**config.mk**
```make
export PLATFORM = sky130hd
export DESIGN_NAME = interval_timer_channel_unit
export DESIGN_NICKNAME = d
export VERILOG_FILES = /design/src/hw/rtl/itc_pkg.sv /design/src/hw/rtl/interval_timer_channel_unit.sv /design/src/hw/rtl/itc_core.sv
export SDC_FILE = /design/constraint.sdc
export NUM_CORES = 1
export LEC_CHECK = 0
export ABC_AREA = 0
export BUFFER_PORTS_ARGS = -buffer_cell sky130_fd_sc_hd__buf_2
export CAP_MARGIN = 20
export CORE_MARGIN = 1.5
export CORE_UTILIZATION = 50
export CTS_BUF_LIST = sky130_fd_sc_hd__clkbuf_8
export DETAILED_ROUTE_END_ITERATION = 10
export HOLD_SLACK_MARGIN = 0.03
export PLACE_DENSITY = 0.7
export REMOVE_ABC_BUFFERS = 1
export SYNTH_ARGS = -nofsm -noshare
export SYNTH_HDL_FRONTEND = slang
export SYNTH_SLANG_ARGS = --single-unit
```
**constraint.sdc**
```tcl
create_clock -name aclk -period 3.3 [get_ports aclk]
set_input_delay 0 -clock aclk [delete_from_list [all_inputs] [get_ports aclk]]
set_output_delay 0 -clock aclk [all_outputs]
set_load 0.02 [all_outputs]
```
**src/hw/rtl/itc_pkg.sv**
```systemverilog
// Shared types and constants for the interval timer channel.
// No dependencies; used by itc_core and interval_timer_channel_unit.
`timescale 1ns / 1ps

package itc_pkg;

    localparam int unsigned DATA_W  = 8;
    localparam int unsigned COUNT_W = 16;
    localparam int unsigned S_TDATA_W = 16;
    localparam int unsigned M_TDATA_W = 32;

    typedef enum logic [1:0] {
        OP_TICK  = 2'd0,
        OP_WRITE = 2'd1,
        OP_READ  = 2'd2,
        OP_NOP   = 2'd3
    } op_t;

    localparam logic [1:0] PORT_DATA = 2'd0;
    localparam logic [1:0] PORT_CMD  = 2'd3;

    localparam logic [DATA_W-1:0] CMD_ARM_RATE = 8'h34;
    localparam logic [DATA_W-1:0] CMD_LATCH    = 8'h00;
    localparam logic [DATA_W-1:0] BYTE_IDLE    = 8'hff;

    localparam logic [COUNT_W-1:0] COUNT_TERMINAL = 16'd1;

    typedef struct packed {
        op_t               operation;
        logic [1:0]        port;
        logic [DATA_W-1:0] write_data;
    } item_t;

    typedef struct packed {
        logic [DATA_W-1:0]  read_data;
        logic               irq;
        logic [COUNT_W-1:0] current_count;
    } result_t;

endpackage

```
**src/hw/rtl/interval_timer_channel_unit.sv**
```systemverilog
// Interval timer channel (mode-2 rate generator), streaming top level.
// Each item passes the input register, then the result register; the channel state updates
// as an item leaves the input register. Throughput: one item per cycle unless m_tready stalls.
// Reset: synchronous active-low aresetn clears both stage valids and all timer state to zero.
// Depends on itc_pkg and itc_core.
`timescale 1ns / 1ps

module interval_timer_channel_unit (
    input  logic                             aclk,
    input  logic                             aresetn,
    input  logic                             s_tvalid,
    output logic                             s_tready,
    input  logic [itc_pkg::S_TDATA_W-1:0]    s_tdata,   // port[1:0], write_data[9:2]
    input  logic [1:0]                       s_tuser,   // operation[1:0]
    output logic                             m_tvalid,
    input  logic                             m_tready,
    output logic [itc_pkg::M_TDATA_W-1:0]    m_tdata    // read_data[7:0], irq[8], current_count[24:9]
);

    logic             in_valid_reg;
    itc_pkg::item_t   in_item_reg;
    logic             out_valid_reg;
    itc_pkg::result_t out_result_reg;
    itc_pkg::result_t core_result;
    logic             advance;
    logic             s_fire;

    assign advance  = !out_valid_reg || m_tready;
    assign s_tready = !in_valid_reg || advance;
    assign s_fire   = s_tvalid && s_tready;

    always_ff @(posedge aclk) begin
        if (!aresetn) begin
            in_valid_reg <= 1'b0;
        end else if (s_tready) begin
            in_valid_reg <= s_tvalid;
        end
    end

    always_ff @(posedge aclk) begin
        if (s_fire) begin
            in_item_reg.operation  <= itc_pkg::op_t'(s_tuser);
            in_item_reg.port       <= s_tdata[1:0];
            in_item_reg.write_data <= s_tdata[9:2];
        end
    end

    itc_core u_core (
        .aclk    (aclk),
        .aresetn (aresetn),
        .item_en (in_valid_reg && advance),
        .item    (in_item_reg),
        .result  (core_result)
    );

    always_ff @(posedge aclk) begin
        if (!aresetn) begin
            out_valid_reg <= 1'b0;
        end else if (advance) begin
            out_valid_reg <= in_valid_reg;
        end
    end

    always_ff @(posedge aclk) begin
        if (advance && in_valid_reg) begin
            out_result_reg <= core_result;
        end
    end

    assign m_tvalid = out_valid_reg;
    assign m_tdata  = {7'd0, out_result_reg.current_count, out_result_reg.irq,
                       out_result_reg.read_data};

endmodule

```
**src/hw/rtl/itc_core.sv**
```systemverilog
// Timer channel state and the per-item update logic.
// Depends on itc_pkg.
`timescale 1ns / 1ps

module itc_core (
    input  logic            aclk,
    input  logic            aresetn,
    input  logic            item_en,
    input  itc_pkg::item_t  item,
    output itc_pkg::result_t result
);

    logic [itc_pkg::COUNT_W-1:0] counter_reg, counter_next;
    logic [itc_pkg::COUNT_W-1:0] reload_reg, reload_next;
    logic [itc_pkg::DATA_W-1:0]  low_hold_reg, low_hold_next;
    logic                        wr_high_reg, wr_high_next;
    logic                        rd_high_reg, rd_high_next;
    logic [itc_pkg::COUNT_W-1:0] latched_reg, latched_next;
    logic                        latch_valid_reg, latch_valid_next;
    logic                        running_reg, running_next;
    logic [itc_pkg::COUNT_W-1:0] read_value;
    logic [itc_pkg::COUNT_W-1:0] new_reload;

    always_comb begin
        counter_next     = counter_reg;
        reload_next      = reload_reg;
        low_hold_next    = low_hold_reg;
        wr_high_next     = wr_high_reg;
        rd_high_next     = rd_high_reg;
        latched_next     = latched_reg;
        latch_valid_next = latch_valid_reg;
        running_next     = running_reg;
        result.read_data = itc_pkg::BYTE_IDLE;
        result.irq       = 1'b0;
        read_value       = latch_valid_reg ? latched_reg : counter_reg;
        new_reload       = {item.write_data, low_hold_reg};

        unique case (item.operation)
            itc_pkg::OP_TICK: begin
                if (running_reg) begin
                    if (counter_reg == itc_pkg::COUNT_TERMINAL) begin
                        counter_next = reload_reg;
                        result.irq   = 1'b1;
                    end else begin
                        counter_next = counter_reg - itc_pkg::COUNT_W'(1);
                    end
                end
            end
            itc_pkg::OP_WRITE: begin
                if (item.port == itc_pkg::PORT_CMD) begin
                    if (item.write_data == itc_pkg::CMD_ARM_RATE) begin
                        running_next     = 1'b0;
                        wr_high_next     = 1'b0;
                        rd_high_next     = 1'b0;
                        latch_valid_next = 1'b0;
                    end else if (item.write_data == itc_pkg::CMD_LATCH) begin
                        if (!latch_valid_reg) begin
                            latched_next     = counter_reg;
                            latch_valid_next = 1'b1;
                        end
                    end
                end else if (item.port == itc_pkg::PORT_DATA) begin
                    if (!wr_high_reg) begin
                        low_hold_next = item.write_data;
                        wr_high_next  = 1'b1;
                    end else begin
                        reload_next  = new_reload;
                        wr_high_next = 1'b0;
                        if (!running_reg) begin
                            counter_next = new_reload;
                            running_next = 1'b1;
                        end
                    end
                end
            end
            itc_pkg::OP_READ: begin
                if (item.port == itc_pkg::PORT_DATA) begin
                    if (!rd_high_reg) begin
                        rd_high_next     = 1'b1;
                        result.read_data = read_value[itc_pkg::DATA_W-1:0];
                    end else begin
                        rd_high_next     = 1'b0;
                        latch_valid_next = 1'b0;
                        result.read_data = read_value[itc_pkg::COUNT_W-1:itc_pkg::DATA_W];
                    end
                end
            end
            default: begin
            end
        endcase

        result.current_count = counter_next;
    end

    always_ff @(posedge aclk) begin
        if (!aresetn) begin
            counter_reg     <= '0;
            reload_reg      <= '0;
            low_hold_reg    <= '0;
            wr_high_reg     <= 1'b0;
            rd_high_reg     <= 1'b0;
            latched_reg     <= '0;
            latch_valid_reg <= 1'b0;
            running_reg     <= 1'b0;
        end else if (item_en) begin
            counter_reg     <= counter_next;
            reload_reg      <= reload_next;
            low_hold_reg    <= low_hold_next;
            wr_high_reg     <= wr_high_next;
            rd_high_reg     <= rd_high_next;
            latched_reg     <= latched_next;
            latch_valid_reg <= latch_valid_next;
            running_reg     <= running_next;
        end
    end

endmodule
```
# After elaboration in Yosys (flattened, before gate mapping)
# Cells that the tools add are included.
[classes] add_sub_neg=1 eq_ne=11 n_mux=27 bitwise_logic=3 reduce_logical=21
[op_table] operator="two-way mux 16 bit" n=7
[op_table] operator="case mux 16 bit (2 select lines)" n=1
[op_table] operator="AND reduction 5 bit" n=5
[op_table] operator="== test 16 x 1 -> 1 bit, second input constant" n=1
[op_table] operator="two-way mux 1 bit" n=16
[op_table] operator="subtractor 16 x 1 -> 16 bit, second input constant" n=1
[op_table] operator="== test 8 x 6 -> 1 bit, second input constant" n=1
[op_table] operator="logical NOT 8 bit" n=1
[op_table] operator="two-way mux 8 bit" n=1
[op_table] operator="inequality test 2 x 1 -> 1 bit, second input constant" n=4
[op_table] operator="AND reduction 6 bit" n=1
[op_table] operator="nonzero test 2 bit" n=3
[op_table] operator="== test 2 bit, second input constant" n=2
[op_table] operator="logical NOT 2 bit" n=2
[op_table] operator="case mux 1 bit (2 select lines)" n=2
[op_table] operator="AND reduction 2 bit" n=2
[op_table] operator="AND reduction 4 bit" n=1
[op_table] operator="inequality test 3 x 1 -> 1 bit, second input constant" n=1
[op_table] operator="NOT 1 bit" n=3
[op_table] operator="== test 2 x 1 -> 1 bit, second input constant" n=1
[op_table] operator="logical AND 1 bit" n=2
[op_table] operator="logical NOT 1 bit" n=2
[op_table] operator="logical OR 1 bit" n=2
[op_table] operator="inequality test 2 bit, second input constant" n=1
[totals] regBits=99 output_inout_bits=34 elab_cells=79

# Logic depth before layout (Yosys ltp)
[depth] ltp_word=5 ltp_mapped=10 ltp_nobuf=7

# By module
# A second synthesis with hierarchy kept.
[hier_totals] cells_unflattened=518 hier_area_um2=5078.6
[by_module_without_submodules] mod="itc_core" instances=1 cells_each=464 area_per_inst_um2=3807.4
[by_module_without_submodules] mod="interval_timer_channel_unit" instances=1 cells_each=54 area_per_inst_um2=1271.2

# Worst setup path after synthesis
# OpenSTA, ideal clock, no wires.
[synth_path] kind="reg2reg" from="register out_valid_reg (netlist: m_tvalid)" to="register u_core.counter_reg[2] (netlist name)" setup_time_ps=76 arrival_time_ps=2160 required_time_ps=3224 path_slack_ps=1064 stages_incl_launch_ff=8 path_buffers=2 period_less_slack_ps=2236 cell_sequence="dfxtp_1 -> nand2b_1 -> nand2_1 -> inv_1 -> clkbuf_1 -> clkbuf_1 -> nand2_1 -> o22ai_1"
[synth_between] elab_chain_len=3
[synth_rtl] element="start, declared" line_no="interval_timer_channel_unit.sv:22" source="logic out_valid_reg;"
[synth_rtl] element="start signal, assigned" line_no="interval_timer_channel_unit.sv:60" source="out_valid_reg <= in_valid_reg;"
[synth_rtl] element="logical NOT 1 bit" line_no="interval_timer_channel_unit.sv:28" source="assign advance = !out_valid_reg || m_tready;"
[synth_rtl] element="logical OR 1 bit" line_no="interval_timer_channel_unit.sv:28"
[synth_rtl] element="logical AND 1 bit" line_no="interval_timer_channel_unit.sv:51" source=".item_en (in_valid_reg && advance),"
[synth_rtl] element="named net u_core.item_en" line_no="itc_core.sv:8" source="input logic item_en,"
[synth_rtl] element="end signal, assigned" line_no="itc_core.sv:106" source="counter_reg <= counter_next;"
[synth_rtl] element="end, declared" line_no="itc_core.sv:13" source="logic [itc_pkg::COUNT_W-1:0] counter_reg, counter_next;"
# The timed path passes the listed nets, and every way through them passes these cells.
# A chain may end at the register's enable or synchronous reset.

# Final worst setup path
[layout_path] from="register in_item_reg[11] (netlist name)" to="register u_core.counter_reg[14] (netlist name)"
[layout_between] elab_chain_len=2
[layout_rtl] element="start, declared" line_no="interval_timer_channel_unit.sv:21" source="itc_pkg::item_t in_item_reg;"
[layout_rtl] element="== test 2 x 1 -> 1 bit or logical NOT 2 bit (tied branches)" line_no="itc_core.sv:38" source="unique case (item.operation)"
[layout_rtl] element="case mux 16 bit (2 select lines) (*)" line_no="itc_core.sv:38"
# Mark *: on every way between the ends. The rest lies on a longest branch, timed or not.

==> impl_metrics.tcl <==
set metrics [dict create \
    route.antenna.remaining_nets 0 \
    worst_ep_required_time_ps 3560 \
    crit-reg2reg-capture "u_core.counter_reg[14]" \
    p_leak_nw 2.151 \
    via_count 4000 \
    htreeDepth 3 \
    endpoint_kind "flip-flop" \
    hold_violations 0 \
    synth_adder_area_share 0.01739 \
    placedCellCount 647 \
    power_per_cell_area_mw_per_mm2 428.8 \
    finalNetCount 569 \
    clock-sinks 99 \
    fraction_of_layout_instances_using_a_drive_strength_above_1 0.1706 \
    vias_in_the_first_global_route 3748 \
    timing.hold.worst_endpoint "in_item_reg[2]" \
    instance_count_along_the_most_critical_hold_path 2 \
    buffer_levels_on_the_longest_clock_path 2 \
    yosys_warnings 0 \
    design.portCount 56 \
    start_util 0.5152 \
    setup_tns_ps 0 \
    synth.mux.area_fraction 0.08969 \
    grt_max_degree 65 \
    floorplan.die.height_um 103.4 \
    yosys.area.top_type "dfxtp_1" \
    remaining_drc_errors 0 \
    start_kind "flip-flop" \
    setup_repair_after_global_routing_missed_its_margin "no" \
    setup.reg_to_reg.worst_slack_ps 720 \
    commonest_non_fill_non_tap_cells_in_the_layout "64 x nand2_1, 62 x dfxtp_1, 42 x buf_2" \
    layout_commonest_cell "nand2_1" \
    post-synth-top-area-fraction 0.2465 \
    numCtsBuffers 9 \
    worst_setup_path_startpoint "in_item_reg[11]" \
    cap_viol_max_count 0 \
    vias_per_cell 5.900 \
    die_width_um 103.4 \
    final-setup-viol-count 0 \
    routedWlPerCell_um 17.74 \
    port_buffers 42 \
    synth-simple-area-share 0.1916 \
    finalCoreUtilization 0.5762 \
    finalWirelength_um 12030 \
    holdCritPathClass "primary input to flip-flop" \
    clock_latency_late_sink_ps 380 \
    relSlewSlack 0.3403 \
    timing.setup.critical_path_class "flip-flop to flip-flop" \
    drtIter0Drc 386 \
    floorplan.core_area_mm2 0.009774 \
    worst_r2r_path_depth 8 \
    max_freq_mhz 388.1 \
    growth_of_design_area_from_synthesis_to_finish_pct 11.83 \
    grt.total_usage 0.2417 \
    ys.flop_type "dfxtp_1" \
    grt_antenna_before_repair 0 \
    slew_at_the_pin_closest_to_its_max_slew_limit_ps 989.5 \
    outcome "finished, final reports clean" \
    synthesis.area_per_instance_um2 10.01 \
    flip_flop_count_of_the_largest_register_after_layout 25 \
    synth_top_cells_by_area "dfxtp_1 25%, edfxtp_1 22%, mux2i_1 5.2%" \
    synth_area_mm2 0.005036 \
    placement_rows 36 \
    hp-start "s_tdata[4]" \
    ys_types 68 \
    post_layout_nonfiller_instances 678 \
    worst_ir_drop_vdd_mv 0.2406 \
    synthesis.instances 503 \
    drtPass1Iterations 5 \
    synth-xor-area-share 0.005217 \
    worst_ep_arrival_time_ps 2840 \
    timing.final.crit_share 0.7809 \
    synth_enable_flop_cells 37 \
    antenna_cells 0 \
    report.final.slew_viol_count 0 \
    post-route-min-period_ps 2577 \
    share_of_flip_flops_with_an_asynchronous_set_or_reset 0 \
    ys_seq_area_frac 0.4671 \
    dominant_combinational_cell_family_by_area_after_synthesis "simple AND/OR/NAND/NOR gates" \
    total_power_mw 2.415 \
    number_of_flip_flops_and_latches_in_the_synthesized_netlist 99 \
    grt_first_pass_wirelength_um 19330 \
    routabilityCongestion 0.9154 \
    worstPathMaxFanout 10 \
    finalClockSkew_ps 11.22 \
    clock_tree.root_cell "clkbuf_8" \
    dp_hpwl_um 7835 \
    clkSlewWorstSetupHoldPaths_ps 90 \
    r2r_start "in_item_reg[11]" \
    synth_compound_gate_area_share 0.1722 \
    die-area_mm2 0.01068 \
    cts_tree "done" \
    layout.filler_cells 856 \
    overflow_left_after_global_routing 0 \
    cts-resized-gates 0 \
]
-- synth_stat cells (7+ instances only) --
master	count
o21a_1	8
dfxtp_1	62
nor2b_1	30
nor2_1	19
clkbuf_1	23
nand4_1	10
buf_2	13
nand3_1	11
edfxtp_1	37
nand2_1	64
mux2i_1	26
or2_2	8
buf_4	7
inv_1	13
a21boi_0	7
ha_1	7
a22oi_1	7
a21boi_1	10
a31oi_1	11
mux4_2	8
o21ai_0	13
a21oi_1	14
-- worst max-delay path, stage by stage, from the launching register on --
cell      delay (ps)
edfxtp_1         400
inv_1             90
ha_1             300
and4b_1          540
a21oi_1          160
buf_4            190
a22o_1           210
or3_1            340
o221a_1          230
-- report_power, final --
part | total (mW) | internal, mW | switching, mW
registers | 1.34 | 1.30 | 0.0395
logic | 0.265 | 0.106 | 0.158
clock network | 0.813 | 0.388 | 0.425
total | 2.41 | 1.79 | 0.622
-- metal layers --
| layer | up-vias | GRT usage | routed length, µm |
|---|---|---|---|
| li1 | 1895 | - | - |
| met1 | 1909 | 0.3281 | 5325 |
| met2 | 171 | 0.3781 | 5662 |
| met3 | 25 | 0.04099 | 748 |
| met4 | 0 | 0.1123 | 295 |
| met5 | - | 0 | 0 |
-- how the worst max path moves through the flow --
stage                        endpoint  slack [ps]  cells after the start
5_1_grt        u_core.counter_reg[14]         580                      8
3_5_place_dp   u_core.counter_reg[14]         790                      8
2_1_floorplan             m_tdata[11]         350                      5
6_report       u_core.counter_reg[14]         720                      8
4_1_cts        u_core.counter_reg[14]         780                      8
3_3_place_gp   u_core.counter_reg[14]         820                      8
-- per-stage QoR --
| stage | instance area, µm² | hold slack (ps) | setup slack [ps] |
|---|---|---|---|
| after floorplan | 4825 | 98.87 | 346.8 |
| after global placement | 5276 | 176.1 | 817.9 |
| after detailed placement | 5276 | 178.1 | 789.4 |
| after CTS | 5632 | 313.3 | 775.3 |
| after global routing | 5632 | 317.9 | 576.9 |
| final | 5632 | 329.7 | 723.1 |
-- cell families (layout without fill, tap and decap cells) --
| logic type | after synthesis | after routing |
|---|---|---|
| DFF | 99 | 99 |
| and+or+nand+nor | 179 | 179 |
| xor gates and xnor gates | 3 | 3 |
| AOI/OAI and AO/OA | 119 | 119 |
| buffers and inverters | 60 | 96 |
| other | 1 | 7 |
| adders and majority gates | 7 | 7 |
| muxes | 35 | 35 |
-- final cells by class --
| cell class | count | area [µm²] | area share |
|---|---|---|---|
| inverters | 13 | 48.80 | 0.008665 |
| flip-flops and latches | 99 | 2352 | 0.4177 |
| multi-input cells | 350 | 2424 | 0.4303 |
| clock buffers | 11 | 151.4 | 0.02688 |
| repair buffers | 67 | 435.4 | 0.07732 |
| clock inverters | 5 | 53.80 | 0.009553 |
| well taps | 133 | 166.4 | 0.02955 |
-- repair_timing --
action | CTS | global route
hold endpoints to repair | 14 | 0
buffers inserted | 0 | 0
hold buffers | 15 | 0
Note: power is estimated with default switching activity, not from simulation.
